--- config.mk ---
export PLATFORM = sky130hd
export DESIGN_NAME = dinucleotide_low_complexity_check
export DESIGN_NICKNAME = d
export VERILOG_FILES = /design/src/hdl/dlc_pkg.sv /design/src/hdl/dlc_pair_ram.sv /design/src/hdl/dinucleotide_low_complexity_check.sv
export SDC_FILE = /design/constraint.sdc
export NUM_CORES = 1
export LEC_CHECK = 0
export ABC_AREA = 1
export BUFFER_PORTS_ARGS = -buffer_cell sky130_fd_sc_hd__clkbuf_2
export CELL_PAD_IN_SITES_DETAIL_PLACEMENT = 0
export CELL_PAD_IN_SITES_GLOBAL_PLACEMENT = 1
export CORE_ASPECT_RATIO = 1.2
export CORE_UTILIZATION = 35
export CTS_BUF_LIST = sky130_fd_sc_hd__clkbuf_4 sky130_fd_sc_hd__clkbuf_8 sky130_fd_sc_hd__clkbuf_16
export CTS_CLUSTER_DIAMETER = 200
export DETAILED_ROUTE_END_ITERATION = 7
export GPL_ROUTABILITY_DRIVEN = 0
export PLACE_DENSITY_LB_ADDON = 0.1
export SYNTH_ARGS = -nofsm -noshare
export SYNTH_HDL_FRONTEND = slang
export SYNTH_HIERARCHICAL = 1
export SYNTH_SLANG_ARGS = --single-unit
--- constraint.sdc ---
create_clock -name clk -period 4.5 [get_ports clk]
set_input_delay 0.675 -clock clk [delete_from_list [all_inputs] [get_ports clk]]
set_output_delay 0.675 -clock clk [all_outputs]
set_load 0.02 [all_outputs]
--- src/hdl/dlc_pkg.sv ---
// Shared types, constants and the character coder for the dinucleotide check.
// No dependencies; used by dlc_pair_ram and dinucleotide_low_complexity_check.
`default_nettype none

package dlc_pkg;

    localparam int NUM_CODES = 5;
    localparam int NUM_PAIRS = NUM_CODES * NUM_CODES;
    localparam int CODE_W    = 3;
    localparam int ADDR_W    = 5;

    typedef logic [CODE_W-1:0] code_t;
    typedef logic [ADDR_W-1:0] addr_t;

    localparam code_t CODE_OTHER = 3'd0;
    localparam code_t CODE_A     = 3'd1;
    localparam code_t CODE_C     = 3'd2;
    localparam code_t CODE_G     = 3'd3;
    localparam code_t CODE_T     = 3'd4;

    localparam addr_t LAST_ADDR = addr_t'(NUM_PAIRS - 1);

    typedef struct packed {
        logic  rd_en;
        addr_t rd_addr;
        logic  wr_en;
        addr_t wr_addr;
    } pair_mem_req_t;

    function automatic code_t char_code(input logic [7:0] ch);
        code_t c;
        case (ch)
            8'h41, 8'h61: c = CODE_A;
            8'h43, 8'h63: c = CODE_C;
            8'h47, 8'h67: c = CODE_G;
            8'h54, 8'h74: c = CODE_T;
            default:      c = CODE_OTHER;
        endcase
        return c;
    endfunction

    function automatic addr_t pair_addr(input code_t prev, input code_t cur);
        return addr_t'({prev, 2'b00}) + addr_t'(prev) + addr_t'(cur);
    endfunction

endpackage

`default_nettype wire

--- src/hdl/dlc_pair_ram.sv ---
// Pair counter memory: one write port, one registered read port, write-to-read forwarding.
// Depends on dlc_pkg.
`default_nettype none

module dlc_pair_ram #(
    parameter int CNT_W = 6
) (
    input  wire                       clk,
    input  wire                       rst_n,
    input  dlc_pkg::pair_mem_req_t    req,
    input  wire  [CNT_W-1:0]          wr_data,
    output logic [CNT_W-1:0]          rd_data
);

    logic [CNT_W-1:0] mem [dlc_pkg::NUM_PAIRS];
    logic [CNT_W-1:0] rd_data_reg;
    logic [CNT_W-1:0] fwd_data_reg;
    logic             fwd_reg;

    always_ff @(posedge clk)
    begin
        if (req.wr_en)
        begin
            mem[req.wr_addr] <= wr_data;
        end
        if (req.rd_en)
        begin
            rd_data_reg <= mem[req.rd_addr];
        end
        fwd_data_reg <= wr_data;
    end

    // forward a write that lands on the entry being read in the same cycle
    always_ff @(posedge clk or negedge rst_n)
    begin
        if (!rst_n)
        begin
            fwd_reg <= 1'b0;
        end
        else if (req.rd_en)
        begin
            fwd_reg <= req.wr_en && (req.wr_addr == req.rd_addr);
        end
    end

    assign rd_data = fwd_reg ? fwd_data_reg : rd_data_reg;

endmodule

`default_nettype wire

--- src/hdl/dinucleotide_low_complexity_check.sv ---
// Dinucleotide low-complexity check: the top level, with control and top-three scan.
// Depends on dlc_pkg and dlc_pair_ram.
//
// Characters transfer at one per cycle within a sequence; each pair count is a
// read-modify-write of a 25-entry counter memory with forwarding between
// back-to-back updates. After the character that carries last_char, a scan
// reads all 25 entries of the counter memory, each read clearing its entry,
// then drains, decides and loads the output register. While that scan
// runs in_stall is high. A result waiting in the output register does not block
// the next sequence; only the next scan finish waits for it. After reset a
// pass clears the counter memory before the first character is taken.
`default_nettype none

module dinucleotide_low_complexity_check #(
    parameter int MAX_PAIRS = 50
) (
    input  wire        clk,
    input  wire        rst_n,
    input  wire        in_valid,
    output logic       in_stall,
    input  wire  [7:0] char_byte,
    input  wire        last_char,
    output logic       out_valid,
    input  wire        out_stall,
    output logic       low_complexity
);

    localparam int CNT_W = $clog2(MAX_PAIRS + 2);
    localparam int SUM_W = CNT_W + 2;
    localparam int CMP_W = CNT_W + 4;
    localparam logic [CNT_W-1:0] CAP = CNT_W'(MAX_PAIRS + 1);
    localparam logic [CNT_W-1:0] MAXP = CNT_W'(MAX_PAIRS);

    localparam logic [2:0] ST_CLR   = 3'd0;
    localparam logic [2:0] ST_RUN   = 3'd1;
    localparam logic [2:0] ST_SCAN  = 3'd2;
    localparam logic [2:0] ST_DRAIN = 3'd3;
    localparam logic [2:0] ST_FIN   = 3'd4;

    logic [2:0]          state_reg,    state_next;
    dlc_pkg::addr_t      cnt_reg,      cnt_next;
    dlc_pkg::code_t      prev_reg,     prev_next;
    logic                have_reg,     have_next;
    logic [CNT_W-1:0]    total_reg,    total_next;
    logic                upd_reg,      upd_next;
    dlc_pkg::addr_t      upd_addr_reg;
    logic                dv_reg,       dv_next;
    logic                out_valid_reg, out_valid_next;
    logic                low_reg,      low_next;
    logic [CNT_W-1:0]    first_reg,    first_next;
    logic [CNT_W-1:0]    second_reg,   second_next;
    logic [CNT_W-1:0]    third_reg,    third_next;

    dlc_pkg::pair_mem_req_t req;
    logic [CNT_W-1:0]       wr_data;
    logic [CNT_W-1:0]       rd_data;
    logic                   accept;
    dlc_pkg::code_t         code;
    dlc_pkg::addr_t         idx;
    logic [SUM_W-1:0]       sum;
    logic [CMP_W-1:0]       lhs;
    logic [CMP_W-1:0]       rhs;
    logic                   decide;

    function automatic logic [CNT_W-1:0] sat_inc(input logic [CNT_W-1:0] v);
        return (v < CAP) ? v + CNT_W'(1) : CAP;
    endfunction

    dlc_pair_ram #(
        .CNT_W (CNT_W)
    ) u_ram (
        .clk     (clk),
        .rst_n   (rst_n),
        .req     (req),
        .wr_data (wr_data),
        .rd_data (rd_data)
    );

    assign in_stall = (state_reg != ST_RUN);
    assign accept   = in_valid && !in_stall;
    assign code     = dlc_pkg::char_code(char_byte);
    assign idx      = dlc_pkg::pair_addr(prev_reg, code);

    assign sum = SUM_W'(first_reg) + SUM_W'(second_reg) + SUM_W'(third_reg);
    assign lhs = {CMP_W'(sum)} << 2;
    assign rhs = (CMP_W'(total_reg) << 1) + CMP_W'(total_reg);
    assign decide = (total_reg != '0) && (total_reg <= MAXP) && (lhs > rhs);

    always_comb
    begin
        state_next     = state_reg;
        cnt_next       = cnt_reg;
        prev_next      = prev_reg;
        have_next      = have_reg;
        total_next     = total_reg;
        upd_next       = 1'b0;
        dv_next        = 1'b0;
        out_valid_next = out_valid_reg && out_stall;
        low_next       = low_reg;
        req            = '0;
        wr_data        = '0;

        // write port: clear pass, counter update, or clear behind the scan
        if (state_reg == ST_CLR)
        begin
            req.wr_en   = 1'b1;
            req.wr_addr = cnt_reg;
        end
        else if (upd_reg)
        begin
            req.wr_en   = 1'b1;
            req.wr_addr = upd_addr_reg;
            wr_data     = sat_inc(rd_data);
        end
        else if (dv_reg)
        begin
            req.wr_en   = 1'b1;
            req.wr_addr = cnt_reg - dlc_pkg::addr_t'(1);
        end

        case (state_reg)
            ST_CLR:
            begin
                cnt_next = cnt_reg + dlc_pkg::addr_t'(1);
                if (cnt_reg == dlc_pkg::LAST_ADDR)
                begin
                    cnt_next   = '0;
                    state_next = ST_RUN;
                end
            end
            ST_RUN:
            begin
                if (accept)
                begin
                    if (have_reg)
                    begin
                        req.rd_en   = 1'b1;
                        req.rd_addr = idx;
                        upd_next    = 1'b1;
                        total_next  = sat_inc(total_reg);
                    end
                    prev_next = code;
                    have_next = 1'b1;
                    if (last_char)
                    begin
                        cnt_next   = '0;
                        state_next = ST_SCAN;
                    end
                end
            end
            ST_SCAN:
            begin
                req.rd_en   = 1'b1;
                req.rd_addr = cnt_reg;
                dv_next     = 1'b1;
                cnt_next    = cnt_reg + dlc_pkg::addr_t'(1);
                if (cnt_reg == dlc_pkg::LAST_ADDR)
                begin
                    state_next = ST_DRAIN;
                end
            end
            ST_DRAIN:
            begin
                state_next = ST_FIN;
            end
            ST_FIN:
            begin
                if (!(out_valid_reg && out_stall))
                begin
                    out_valid_next = 1'b1;
                    low_next       = decide;
                    prev_next      = dlc_pkg::CODE_OTHER;
                    have_next      = 1'b0;
                    total_next     = '0;
                    cnt_next       = '0;
                    state_next     = ST_RUN;
                end
            end
            default:
            begin
                state_next = ST_CLR;
                cnt_next   = '0;
            end
        endcase
    end

    // keep the three largest counts; ties fill separate slots
    always_comb
    begin
        first_next  = first_reg;
        second_next = second_reg;
        third_next  = third_reg;
        if (state_reg == ST_RUN)
        begin
            first_next  = '0;
            second_next = '0;
            third_next  = '0;
        end
        else if (dv_reg)
        begin
            if (rd_data > first_reg)
            begin
                third_next  = second_reg;
                second_next = first_reg;
                first_next  = rd_data;
            end
            else if (rd_data > second_reg)
            begin
                third_next  = second_reg;
                second_next = rd_data;
            end
            else if (rd_data > third_reg)
            begin
                third_next = rd_data;
            end
        end
    end

    always_ff @(posedge clk or negedge rst_n)
    begin
        if (!rst_n)
        begin
            state_reg     <= ST_CLR;
            cnt_reg       <= '0;
            prev_reg      <= dlc_pkg::CODE_OTHER;
            have_reg      <= 1'b0;
            total_reg     <= '0;
            upd_reg       <= 1'b0;
            dv_reg        <= 1'b0;
            out_valid_reg <= 1'b0;
        end
        else
        begin
            state_reg     <= state_next;
            cnt_reg       <= cnt_next;
            prev_reg      <= prev_next;
            have_reg      <= have_next;
            total_reg     <= total_next;
            upd_reg       <= upd_next;
            dv_reg        <= dv_next;
            out_valid_reg <= out_valid_next;
        end
    end

    always_ff @(posedge clk)
    begin
        if (accept)
        begin
            upd_addr_reg <= idx;
        end
        first_reg  <= first_next;
        second_reg <= second_next;
        third_reg  <= third_next;
        low_reg    <= low_next;
    end

    assign out_valid      = out_valid_reg;
    assign low_complexity = low_reg;

endmodule

`default_nettype wire

==> results.sh <==
export IMPL_boundaryPins=16
export IMPL_grt_pass1_vias=7643
export IMPL_post_route_period_util=0.7488
export IMPL_min_period_ps=3370
export IMPL_seqPwrFrac=0.295
export IMPL_synthAdderAreaFrac=0.07437
export IMPL_htreeDepth=1
export IMPL_synth_top_family_by_area="simple AND/OR/NAND/NOR gates"
export IMPL_stdcell_count=1607
export IMPL_vias=7600
export IMPL_cp_max_fo=74
export IMPL_ys_ff_latch=208
export IMPL_fin_hold_ws_ps=139.4
export IMPL_p_int_mw=5.101
export IMPL_drtPass1Iterations=5
export IMPL_yosysUniqueCellTypes=46
export IMPL_r2r_cells=15
export IMPL_fill_cells=3084
export IMPL_relSlewSlack=0.4012
export IMPL_cap_violations=0
export IMPL_final_hold_violation_count=0
export IMPL_die_w_um=162.1
export IMPL_largest_reg_flops=150
export IMPL_synth_simple_area_share=0.2340
export IMPL_synth_top_cell_area_share=0.4518
export IMPL_worstSetupEndpoint="u_ram/rd_data_reg[3]$_DFFE_PP_"
export IMPL_async_flop_share=0.1058
export IMPL_dp_cells=1563
export IMPL_placed_cell_area_um2=11320
export IMPL_utilization=0.4003
export IMPL_hp_class="primary input to async pin"
export IMPL_synth_edff_count=162
export IMPL_viasPerCell=4.729
export IMPL_grt_use_total=0.1797
export IMPL_die_area_um2=31470
export IMPL_netlist_area_um2=10770
export IMPL_dp_hpwl_um=18580
export IMPL_ir_drop_mv=0.4472
export IMPL_dp_slack_ps=760.8
export IMPL_antenna_found_initial=0
export IMPL_clock_sinks=208
export IMPL_cp_arrival_ps=3640
export IMPL_drc=0
export IMPL_drt_iter0_markers=295
export IMPL_finalMaxSlewViolations=0
export IMPL_io_buffers=15
export IMPL_synthMuxAreaShare=0
export IMPL_drtAntennaViolNets=0
export IMPL_outcome="finished clean"
export IMPL_dieHeight_um=194.1
export IMPL_critPathCaptureType="flop"
export IMPL_overflow=0
export IMPL_synthTopCellsByArea="edfxtp_1 (45%), nand2_1 (11%), nand3_1 (7.0%), inv_1 (5.7%), ha_1 (5.6%)"
export IMPL_root_buffer="clkbuf_16"
export IMPL_power_switching_mw=3.783
export IMPL_final_layout_size_suffix_gt1_frac=0.09083
export IMPL_fmax_ghz=0.2968
export IMPL_cts_made_buffers=24
export IMPL_synthCells=1171
export IMPL_avgSynthCellArea_um2=9.195
export IMPL_ff2ff_setup_slack_ps=1130
export IMPL_fin_ws_ps=1130
export IMPL_area_growth_pct=12.98
export IMPL_synth_most_common_cell="nand2_1"
export IMPL_synth_fp_nets=1242
export IMPL_multiInputGateArea_um2=4086
export IMPL_leakagePower_nw=5.349
export IMPL_cts_path_max_buffers=3
export IMPL_grt_pass1_wl_um=43570
export IMPL_fin_nets=1264
export IMPL_postCtsSetupBuffers=0
export IMPL_ys_warn_count=6
export IMPL_finClkSkew_ps=12.86
export IMPL_cts_clk_slew_worst_paths_ps=60
export IMPL_worstMarginPinSlew_ps=896.2
export IMPL_synthXorXnorAreaFrac=0.01139
export IMPL_rr_startpoint="state_reg[1]$_DFFE_PN0P_"
export IMPL_r2r_end="u_ram/rd_data_reg[3]$_DFFE_PP_"
export IMPL_worst_ep_required_time_ps=4770
export IMPL_cts_tree="built"
export IMPL_p_clk_frac=0.233
export IMPL_path_class="flop to flop"
export IMPL_cts_resized=0
export IMPL_dominantRegCellSynth="edfxtp_1"
export IMPL_critPathLaunchType="flop"
export IMPL_synth_largest_area_cell="edfxtp_1"
export IMPL_crit_start="state_reg[1]$_DFFE_PN0P_"
export IMPL_fin_area_um2=12170
export IMPL_yosys_top_cells_count="nand2_1 (322), inv_1 (164), edfxtp_1 (162), nand3_1 (150), nor2_1 (86)"
export IMPL_core_region_area_um2=30390
export IMPL_rows=70
export IMPL_initial_core_util=0.3543
export IMPL_totalWireLength_um=27480
export IMPL_ys_seq_area_frac=0.5475
export IMPL_switching_share=0.4259
export IMPL_insertion_delay_ps=530
export IMPL_setup_viol_count_final=0
export IMPL_tns_ps=0
export IMPL_synth_compound_area_share=0.05438
export IMPL_largest_register="u_ram/mem"
export IMPL_pwr_share_comb=0.472
export IMPL_avgRoutedWirePerCell_um=17.10
export IMPL_grt_max_degree=75
export IMPL_final_seq_area_um2=5896
export IMPL_cts_hold_buffers=0
export IMPL_power_mw=8.884
export IMPL_rsz0062_at_grt="false"
export IMPL_power_density_nw_per_um2=730.3
export IMPL_diodes=0
==> kinds of logic after synthesis <==
group	after synthesis
compound gates	97
fa+ha+maj	58
flops	208
simple gates	590
xor+xnor	14
buf+inv	204
==> critical path: stages (launching register included) <==
cell and delay (ps):
dfrtp_1 410, inv_1 150, nand3_2 90, nor2_1 450
inv_2 160, nor2_4 180, nand2_1 120, o21ai_4 90
buf_4 690, nand2_1 130, nand3_1 140, nand3_1 150
nand2_1 130, nand2_1 60, nand3_1 80, nand2_1 50
==> how the worst min path moves through the flow <==
stage	from	to	slack, ps	cells after the start
floorplan	rst_n	cnt_reg[0]$_DFFE_PN0P_	380	0
global placement	out_valid$_DFF_PN0_	out_valid$_DFF_PN0_	490	2
detailed placement	out_valid$_DFF_PN0_	out_valid$_DFF_PN0_	500	2
CTS	rst_n	total_reg[2]$_DFFE_PN0P_	160	1
global route	rst_n	total_reg[3]$_DFFE_PN0P_	180	1
finish	rst_n	total_reg[3]$_DFFE_PN0P_	140	1
==> routing by layer <==
metal	GRT usage	vias to the layer above	share of wire
met3	0.02652	40	0.032
met1	0.2177	3560	0.44
met4	0.05556	0	0.024
met5	0	-	0
met2	0.3244	103	0.51
li1	-	3897	-
==> cell type report <==
class / instances / area share
timing repair buffer: 30 / 0.01646
clock buffer: 31 / 0.05811
multi-input combinational: 759 / 0.3359
clock inverter: 13 / 0.01172
sequential: 208 / 0.4846
tap: 396 / 0.04073
inverter: 170 / 0.05245
==> power by group through the flow <==
stage	Clock [mW]	Sequential (mW)	Combinational, mW
after floorplan	0	2.62	3.12
after global placement	0	2.66	4.27
after detailed placement	0	2.66	4.28
after CTS	2.13	2.63	4.30
after global routing	2.20	2.66	4.82
final	2.07	2.62	4.20
==> placed cells by master, fill, tap and decap left out, types with 4 or more instances in the layout <==
cell and instances:
nand2_1 322, inv_1 164, edfxtp_1 162, nand3_1 150, nor2_1 83, ha_1 48, o21ai_0 29, a21oi_1 28
clkbuf_16 26, dfxtp_1 24, dfrtp_1 22, clkbuf_2 15, buf_4 14, xor2_1 12, fa_1 10, o22ai_1 9
or2_2 8, inv_2 6, o21ai_2 5, clkinv_2 5, nor3_1 4, a31oi_1 4, o221ai_1 4, o211ai_1 4
Power figures use the tool's default switching activity.
